### src/rtl/deq_pkg.sv
// ----------------------------------------------------------------------------
// deq_pkg
// shared types and constants of the double-ended queue
// ----------------------------------------------------------------------------
package deq_pkg;

    // defaults for the top-level parameters
    localparam int DEPTH_DEFAULT      = 16;
    localparam int ITEM_WIDTH_DEFAULT = 32;

    // fixed field widths of the stream beats
    localparam int MODE_W     = 3;
    localparam int IN_ITEM_W  = 32;
    localparam int OUT_ITEM_W = 32;
    localparam int STATUS_W   = 2;

    // request codes
    typedef enum logic [MODE_W-1:0] {
        MODE_PUSH_FRONT = 3'd0,
        MODE_PUSH_BACK  = 3'd1,
        MODE_POP_FRONT  = 3'd2,
        MODE_POP_BACK   = 3'd3,
        MODE_PEEK_FRONT = 3'd4,
        MODE_PEEK_BACK  = 3'd5
    } t_mode;

    // result status codes
    typedef enum logic [STATUS_W-1:0] {
        ST_OK    = 2'd0,
        ST_FULL  = 2'd1,
        ST_EMPTY = 2'd2
    } t_status;

    // command broadcast to every cell of a chain
    typedef enum logic [1:0] {
        OP_HOLD       = 2'd0,
        OP_INSERT_TOP = 2'd1,
        OP_APPEND     = 2'd2,
        OP_REMOVE_TOP = 2'd3
    } t_cell_op;

endpackage

### src/rtl/deq_cell.sv
// ----------------------------------------------------------------------------
// deq_cell
// one storage cell of a deque chain, takes data from either neighbor or the new item
// ----------------------------------------------------------------------------
module deq_cell #(
    parameter int IDX        = 0,
    parameter int ITEM_WIDTH = deq_pkg::ITEM_WIDTH_DEFAULT,
    parameter int CW         = 5
) (
    input  logic                  i_clk,
    input  deq_pkg::t_cell_op     i_op,
    input  logic [CW-1:0]         i_count,
    input  logic [ITEM_WIDTH-1:0] i_item,
    input  logic [ITEM_WIDTH-1:0] i_prev,
    input  logic [ITEM_WIDTH-1:0] i_next,
    output logic [ITEM_WIDTH-1:0] o_data
);
    import deq_pkg::*;

    logic [ITEM_WIDTH-1:0] r_data;
    logic [ITEM_WIDTH-1:0] n_data;
    logic                  w_tail;

    // this cell is the first free slot
    assign w_tail = (i_count == CW'(IDX));

    always_comb begin
        n_data = r_data;
        case (i_op)
            OP_HOLD:       n_data = r_data;
            OP_INSERT_TOP: n_data = i_prev;
            OP_APPEND:     n_data = w_tail ? i_item : r_data;
            OP_REMOVE_TOP: n_data = i_next;
            default:       n_data = r_data;
        endcase
    end

    always_ff @(posedge i_clk) begin
        r_data <= n_data;
    end

    assign o_data = r_data;

endmodule

### src/rtl/deq_chain.sv
// ----------------------------------------------------------------------------
// deq_chain
// row of cells holding the sequence with its top element in cell zero
// ----------------------------------------------------------------------------
module deq_chain #(
    parameter  int DEPTH      = deq_pkg::DEPTH_DEFAULT,
    parameter  int ITEM_WIDTH = deq_pkg::ITEM_WIDTH_DEFAULT,
    localparam int CW         = $clog2(DEPTH + 1)
) (
    input  logic                  i_clk,
    input  deq_pkg::t_cell_op     i_op,
    input  logic [CW-1:0]         i_count,
    input  logic [ITEM_WIDTH-1:0] i_item,
    output logic [ITEM_WIDTH-1:0] o_top
);
    import deq_pkg::*;

    logic [ITEM_WIDTH-1:0] w_data [DEPTH];

    for (genvar g = 0; g < DEPTH; g++) begin : g_cell
        logic [ITEM_WIDTH-1:0] w_prev;
        logic [ITEM_WIDTH-1:0] w_next;

        // cell zero takes the new item on an insert at the top
        if (g == 0) begin : g_first
            assign w_prev = i_item;
        end else begin : g_inner
            assign w_prev = w_data[g-1];
        end

        // the last cell empties on a removal
        if (g == DEPTH - 1) begin : g_last
            assign w_next = '0;
        end else begin : g_body
            assign w_next = w_data[g+1];
        end

        deq_cell #(
            .IDX        (g),
            .ITEM_WIDTH (ITEM_WIDTH),
            .CW         (CW)
        ) u_cell (
            .i_clk   (i_clk),
            .i_op    (i_op),
            .i_count (i_count),
            .i_item  (i_item),
            .i_prev  (w_prev),
            .i_next  (w_next),
            .o_data  (w_data[g])
        );
    end

    assign o_top = w_data[0];

endmodule

### src/rtl/double_ended_queue.sv
// ----------------------------------------------------------------------------
// double_ended_queue
// bounded deque of item words built from two rows of shifting cells
// ----------------------------------------------------------------------------
// usage:
//   requests arrive as beats on the slave stream (mode and item), results
//   leave as beats on the master stream, exactly one result per request
//   modes: push front, push back, pop front, pop back, peek front, peek back
//   no request waits on a search: the front and back elements always sit
//   in cell zero of one of two cell rows
//   the result beat is registered and appears in the cycle after its request
//   beat is taken, and a new request is taken every cycle while the receiver keeps up
//   when the receiver stalls, the result stays in the output register and
//   the slave side is held off until that beat is taken
//   reset clears the element count and the output valid flag; the cell
//   contents are never cleared, only held elements are ever read
//   count, empty and full always describe the deque after the request
// ----------------------------------------------------------------------------
module double_ended_queue #(
    parameter  int DEPTH      = deq_pkg::DEPTH_DEFAULT,
    parameter  int ITEM_WIDTH = deq_pkg::ITEM_WIDTH_DEFAULT,
    localparam int CW         = $clog2(DEPTH + 1),
    localparam int IN_W       = ((deq_pkg::MODE_W + deq_pkg::IN_ITEM_W + 7) / 8) * 8,
    localparam int OUT_RAW    = deq_pkg::OUT_ITEM_W + deq_pkg::STATUS_W + CW + 2,
    localparam int OUT_W      = ((OUT_RAW + 7) / 8) * 8
) (
    input  logic             i_clk,
    input  logic             i_rst_n,
    // request stream
    input  logic             i_s_tvalid,
    output logic             o_s_tready,
    input  logic [IN_W-1:0]  i_s_tdata,  // mode[2:0], item_in[34:3], zero pad
    // result stream
    output logic             o_m_tvalid,
    input  logic             i_m_tready,
    output logic [OUT_W-1:0] o_m_tdata   // item_out, status, count, empty_res,
                                         // full_res, zero pad
);
    import deq_pkg::*;

    // chain a keeps the front in cell zero, chain b keeps the back there;
    // both always hold the same sequence, seen from opposite ends
    logic [CW-1:0]         r_count;
    logic [CW-1:0]         n_count;
    logic                  r_out_valid;
    logic [OUT_RAW-1:0]    r_out_data;
    logic [OUT_RAW-1:0]    n_out_data;

    logic                  w_accept;
    logic [MODE_W-1:0]     w_mode;
    logic [ITEM_WIDTH-1:0] w_item;
    logic                  w_full;
    logic                  w_empty;
    logic                  w_full_next;
    logic                  w_empty_next;
    t_cell_op              w_op_a;
    t_cell_op              w_op_b;
    t_cell_op              w_chain_op_a;
    t_cell_op              w_chain_op_b;
    t_status               w_status;
    logic [ITEM_WIDTH-1:0] w_got;
    logic [ITEM_WIDTH-1:0] w_front;
    logic [ITEM_WIDTH-1:0] w_back;

    // request beat fields
    assign w_mode = i_s_tdata[MODE_W-1:0];
    assign w_item = ITEM_WIDTH'(i_s_tdata[MODE_W +: IN_ITEM_W]);

    // output register frees up when its beat is taken
    assign o_s_tready = !r_out_valid || i_m_tready;
    assign w_accept   = i_s_tvalid && o_s_tready;

    assign w_full  = (r_count == CW'(DEPTH));
    assign w_empty = (r_count == '0);

    // request decode
    always_comb begin
        w_op_a   = OP_HOLD;
        w_op_b   = OP_HOLD;
        n_count  = r_count;
        w_status = ST_OK;
        w_got    = '0;
        case (t_mode'(w_mode))
            MODE_PUSH_FRONT: begin
                if (w_full) begin
                    w_status = ST_FULL;
                end else begin
                    w_op_a  = OP_INSERT_TOP;
                    w_op_b  = OP_APPEND;
                    n_count = r_count + CW'(1);
                end
            end
            MODE_PUSH_BACK: begin
                if (w_full) begin
                    w_status = ST_FULL;
                end else begin
                    w_op_a  = OP_APPEND;
                    w_op_b  = OP_INSERT_TOP;
                    n_count = r_count + CW'(1);
                end
            end
            MODE_POP_FRONT: begin
                if (w_empty) begin
                    w_status = ST_EMPTY;
                end else begin
                    // chain b simply forgets its deepest entry
                    w_got   = w_front;
                    w_op_a  = OP_REMOVE_TOP;
                    n_count = r_count - CW'(1);
                end
            end
            MODE_POP_BACK: begin
                if (w_empty) begin
                    w_status = ST_EMPTY;
                end else begin
                    w_got   = w_back;
                    w_op_b  = OP_REMOVE_TOP;
                    n_count = r_count - CW'(1);
                end
            end
            MODE_PEEK_FRONT: begin
                if (w_empty) begin
                    w_status = ST_EMPTY;
                end else begin
                    w_got = w_front;
                end
            end
            MODE_PEEK_BACK: begin
                if (w_empty) begin
                    w_status = ST_EMPTY;
                end else begin
                    w_got = w_back;
                end
            end
            default: begin
                // unused codes leave everything as it is
                w_status = ST_OK;
            end
        endcase
    end

    // cells only move on an accepted beat
    assign w_chain_op_a = w_accept ? w_op_a : OP_HOLD;
    assign w_chain_op_b = w_accept ? w_op_b : OP_HOLD;

    deq_chain #(
        .DEPTH      (DEPTH),
        .ITEM_WIDTH (ITEM_WIDTH)
    ) u_chain_front (
        .i_clk   (i_clk),
        .i_op    (w_chain_op_a),
        .i_count (r_count),
        .i_item  (w_item),
        .o_top   (w_front)
    );

    deq_chain #(
        .DEPTH      (DEPTH),
        .ITEM_WIDTH (ITEM_WIDTH)
    ) u_chain_back (
        .i_clk   (i_clk),
        .i_op    (w_chain_op_b),
        .i_count (r_count),
        .i_item  (w_item),
        .o_top   (w_back)
    );

    // result beat, fields listed from the highest bit down
    assign w_full_next  = (n_count == CW'(DEPTH));
    assign w_empty_next = (n_count == '0);
    assign n_out_data   = {w_full_next, w_empty_next, n_count, w_status,
                           OUT_ITEM_W'(w_got)};

    always_ff @(posedge i_clk) begin
        if (!i_rst_n) begin
            r_count     <= '0;
            r_out_valid <= 1'b0;
        end else begin
            if (w_accept) begin
                r_count     <= n_count;
                r_out_valid <= 1'b1;
            end else if (i_m_tready) begin
                r_out_valid <= 1'b0;
            end
        end
    end

    always_ff @(posedge i_clk) begin
        if (w_accept) begin
            r_out_data <= n_out_data;
        end
    end

    assign o_m_tvalid = r_out_valid;
    assign o_m_tdata  = OUT_W'(r_out_data);

    // count never passes the capacity
    a_count_bound: assert property (@(posedge i_clk) disable iff (!i_rst_n)
        r_count <= CW'(DEPTH))
        else $error("element count above capacity");

    // a successful front pop returns what sat in front and shrinks the count
    a_pop_front: assert property (@(posedge i_clk) disable iff (!i_rst_n)
        (w_accept && w_mode == MODE_POP_FRONT && !w_empty)
        |=> (r_out_data[OUT_ITEM_W-1:0] == OUT_ITEM_W'($past(w_front)))
            && (r_count == $past(r_count) - CW'(1)))
        else $error("front pop returned wrong item or count");

    // front and back rows agree when a single element is held
    a_single_agree: assert property (@(posedge i_clk) disable iff (!i_rst_n)
        (r_count == CW'(1)) |-> (w_front == w_back))
        else $error("front and back rows disagree on a single element");

    // a rejected push leaves the deque full and unchanged
    a_reject_full: assert property (@(posedge i_clk) disable iff (!i_rst_n)
        (w_accept && w_full
            && (w_mode == MODE_PUSH_FRONT || w_mode == MODE_PUSH_BACK))
        |=> (r_count == $past(r_count))
            && (r_out_data[OUT_ITEM_W +: STATUS_W] == ST_FULL))
        else $error("push on full deque not rejected");

endmodule

### config.mk
export PLATFORM = sky130hd
export DESIGN_NAME = double_ended_queue
export DESIGN_NICKNAME = d
export VERILOG_FILES = /design/src/rtl/deq_pkg.sv /design/src/rtl/deq_cell.sv /design/src/rtl/deq_chain.sv /design/src/rtl/double_ended_queue.sv
export SDC_FILE = /design/constraint.sdc
export NUM_CORES = 1
export LEC_CHECK = 0
export BUFFER_PORTS_ARGS = -buffer_cell sky130_fd_sc_hd__buf_2
export CAP_MARGIN = 10
export CELL_PAD_IN_SITES_DETAIL_PLACEMENT = 1
export CELL_PAD_IN_SITES_GLOBAL_PLACEMENT = 2
export CORE_ASPECT_RATIO = 0.5
export CORE_MARGIN = 2
export CORE_UTILIZATION = 45
export CTS_BUF_LIST = sky130_fd_sc_hd__clkbuf_4
export DETAILED_ROUTE_END_ITERATION = 10
export PLACE_DENSITY_LB_ADDON = 0.1
export SKIP_LAST_GASP = 1
export SYNTH_ARGS = -nofsm -noshare
export SYNTH_HDL_FRONTEND = slang
export SYNTH_SLANG_ARGS = --single-unit
### constraint.sdc
create_clock -name i_clk -period 3.65 [get_ports i_clk]
set_clock_uncertainty 0.05 [all_clocks]
set_input_delay 0.365 -clock i_clk [delete_from_list [all_inputs] [get_ports i_clk]]
set_output_delay 0.365 -clock i_clk [all_outputs]
set_load 0.02 [all_outputs]
==> flow_metrics.py <==
metrics = {
    "sta": {
        "post-route-period-util_pct": 90.69,
        "fmax_mhz": 302.1,
        "grt_setup_unrepaired": "false",
        "worst_pin_slew_ns": 1.155,
        "final-setup-viol-count": 0,
        "period_minus_slack_ns": 3.310,
        "relSlewSlack_pct": 22.71,
        "finalHoldViolCount": 0,
        "finalSetupTns_ns": 0,
        "drv_slew": 0,
    },
    "critical_path": {
        "start_kind": "flop",
        "path_max_fanout": 66,
        "r2r_cells": 10,
        "cp_slowest_stage_delay_ns": 0.54,
        "worstSetupPathDepth": 10,
        "path_buf_inv": 6,
        "cp_top_family": "buffers and inverters",
        "required_ns": 4.53,
        "timing.rr.end": "u_chain_back.g_cell[0].u_cell.o_data[9]",
        "r2r_slack_ns": 0.34,
        "startpoint": "r_count[0]",
        "path_class": "flop to flop",
        "endpoint": "u_chain_back.g_cell[0].u_cell.o_data[9]",
        "crit_path_top_delay_cell": "dlygate4sd3_1",
        "cp.arrival_ns": 4.19,
        "timing.rr.start": "r_count[0]",
        "path_cells": "inv_1 -> ha_1 -> buf_4 -> nor4b_4 -> buf_4 -> nor3_2 -> buf_12 -> buf_12 -> mux2_2 -> dlygate4sd3_1",
        "critical_path.endpoint_type": "flop",
    },
    "synthesis": {
        "syn_inst": 2758,
        "syn_area_per_cell_um2": 16.55,
        "ys_ff_latch": 1071,
        "synth_cell_type_count": 50,
        "yosys_most_used_dff": "edfxtp_1",
        "synth_edf_count": 1065,
        "synth_top_area_share_pct": 70.07,
        "async_reset_ff_share_pct": 0,
        "synth_warnings": 0,
        "yosysSeqAreaShare_pct": 70.33,
        "syn_area_mm2": 0.04564,
        "yosys.area.top_type": "edfxtp_1",
        "synth_area_leaders": "edfxtp_1 70%, a221o_1 20%, clkbuf_1 1.8%",
    },
    "clocking": {
        "cts.htree.levels": 4,
        "clk_pin_slew_worst_paths_ns": 0.08,
        "clock-root-buffer": "clkbuf_4",
        "clock_path_buffers": 3,
        "clkLatencyLatePin_ns": 1.18,
        "numCtsBuffers": 240,
        "cts_tree": "yes",
        "cts_setup_buffers": 0,
        "hold_buffers": 54,
        "cts_resized": 0,
        "clock_sinks": 1071,
    },
    "route": {
        "vias_per_cell": 6.700,
        "wire_per_inst_um": 28.81,
        "ant_nets": 0,
        "drt-total-wl_um": 126800,
        "first_pass_iters": 6,
        "drtIter0Drc": 3951,
        "drc": 0,
        "vias": 29490,
    },
    "placement": {
        "gp_congestion": 0.7737,
        "hpwl_um": 67850,
        "dp.cells": 3913,
        "portBuffers": 81,
    },
    "die": {
        "placeableCoreArea_mm2": 0.1003,
        "die_w_um": 454.4,
        "die_y_um": 229.2,
        "initial_utilization_pct": 45.49,
        "row_count": 82,
        "dieArea_mm2": 0.1041,
        "pin_count": 94,
    },
    "finish": {
        "nets": 2918,
        "layout-drive-gt1-share_pct": 21.48,
        "areaGrowthSynthToFinish_pct": 12.57,
        "final_core_util_pct": 51.20,
        "fin_cells": 4401,
    },
    "job": {
        "drv_cap": 0,
    },
    "global_route": {
        "grt_pass1_vias": 28450,
        "grt_pass1_wl_um": 191300,
        "antenna_found_initial": 20,
        "grtUsageTotal_pct": 24.25,
        "grt_max_degree": 127,
        "grt_overflow": 0,
    },
    "hold_path": {
        "min_path_type": "input pin to flop",
    },
    "power": {
        "p_leak_nw": 17.20,
        "peakVddDrop_mv": 0.2988,
        "powerDensity_mw_per_mm2": 502.3,
        "total_power_mw": 25.81,
    },
    "run_status": {
        "status": "finished clean",
    },
}
## per-layer routing
metal / global-route usage, % / vias to the layer above / share of wire, %
met5: 0 / - / 0
met4: 7.274 / 0 / 1.6
met3: 6.300 / 147 / 9.3
met2: 31.09 / 1397 / 41
met1: 39.34 / 15470 / 48
li1: - / 12470 / -
## kinds of logic after synthesis
group / after synthesis / share of synthesized area (%)
AOI/OAI and AO/OA: 1053 / 22.01
xor gates and xnor gates: 2 / 0.03839
and+or+nand+nor: 167 / 1.987
adders and majority gates: 9 / 0.2467
other: 1 / 0.008216
muxes: 65 / 1.604
buffers and inverters: 390 / 3.775
DFF: 1071 / 70.33
## Yosys cell counts (2+ instances only)
master and n:
o21ai_0 6, o211a_1 2, a21oi_1 36, and2_1 63, o22ai_1 2, edfxtp_1 1065
mux2_2 65, a221o_1 896, buf_4 7, nor3b_1 3, ha_1 9, clkbuf_2 4
inv_1 12, clkbuf_1 218, and2_0 4, a22oi_1 32, a31oi_1 2, buf_1 22
nand2_1 19, nor2_1 43, o21ai_1 4, nor2b_1 8, a21o_1 64, nor3_1 8
buf_2 116, nand3_1 8, a21boi_0 2, dfxtp_1 6, buf_6 11
## per-stage QoR
stage               instance area (um^2)  setup slack [ns]  hold slack, ns
finish                             51380            0.3399          0.1624
global route                       51360            0.2528         0.06069
CTS                                51350            0.3415        0.003524
detailed placement                 47810            0.5736          0.4870
global placement                   47810            0.5936          0.4775
floorplan                          45680           -0.2420          0.4454
## how the worst min path moves through the flow
| stage | start | end | slack, ns | cells after the start |
|---|---|---|---|---|
| 2_1_floorplan | i_rst_n | r_count[2] | 0.45 | 2 |
| 3_3_place_gp | u_chain_front.g_cell[15].u_cell.o_data[31] | u_chain_front.g_cell[14].u_cell.o_data[31] | 0.48 | 1 |
| 3_5_place_dp | u_chain_back.g_cell[15].u_cell.o_data[8] | u_chain_back.g_cell[14].u_cell.o_data[8] | 0.49 | 1 |
| 4_1_cts | i_s_tdata[23] | u_chain_front.g_cell[0].u_cell.o_data[20] | 0.004 | 3 |
| 5_1_grt | i_s_tdata[25] | u_chain_front.g_cell[0].u_cell.o_data[22] | 0.06 | 3 |
| 6_report | i_s_tdata[2] | r_out_data[33] | 0.16 | 4 |
## worst reg2reg max path: stages (launching register included)
cell and delay [ns]:
dfxtp_1 0.33, inv_1 0.11, ha_1 0.24, buf_4 0.16, nor4b_4 0.15, buf_4 0.27
nor3_2 0.30, buf_12 0.23, buf_12 0.29, mux2_2 0.39, dlygate4sd3_1 0.54
## cell type report
cell class / count / area, um^2
clock buffers: 345 / 2590
diodes: 13 / 32.53
clock inverters: 76 / 404.1
well taps: 1344 / 1682
repair buffers: 237 / 2250
flip-flops and latches: 1071 / 32100
inverters: 12 / 45.04
fillers: 9502 / 48960
multi-input cells: 1303 / 12280
## layout by cell type, fill, tap and decap left out, types with 43 or more instances in the layout
| master | count |
|---|---|
| a21o_1 | 64 |
| a221o_1 | 896 |
| and2_1 | 62 |
| buf_12 | 43 |
| buf_2 | 81 |
| buf_4 | 59 |
| clkbuf_4 | 345 |
| clkinv_1 | 60 |
| dlygate4sd3_1 | 54 |
| edfxtp_1 | 1065 |
| mux2_2 | 65 |
## flip-flops by register name (all words and copies together) (netlist names)
name                                flops
u_chain_back.g_cell.u_cell.o_data     512
u_chain_front.g_cell.u_cell.o_data    512
r_out_data                             41
r_count                                 5
o_m_tvalid                              1
## power by group
part / switching (mW) / internal, mW
registers: 0.253 / 14.1
logic: 1.17 / 0.819
clock network: 4.91 / 4.60
total: 6.34 / 19.5
No activity file was read; power rests on OpenSTA's default activity.
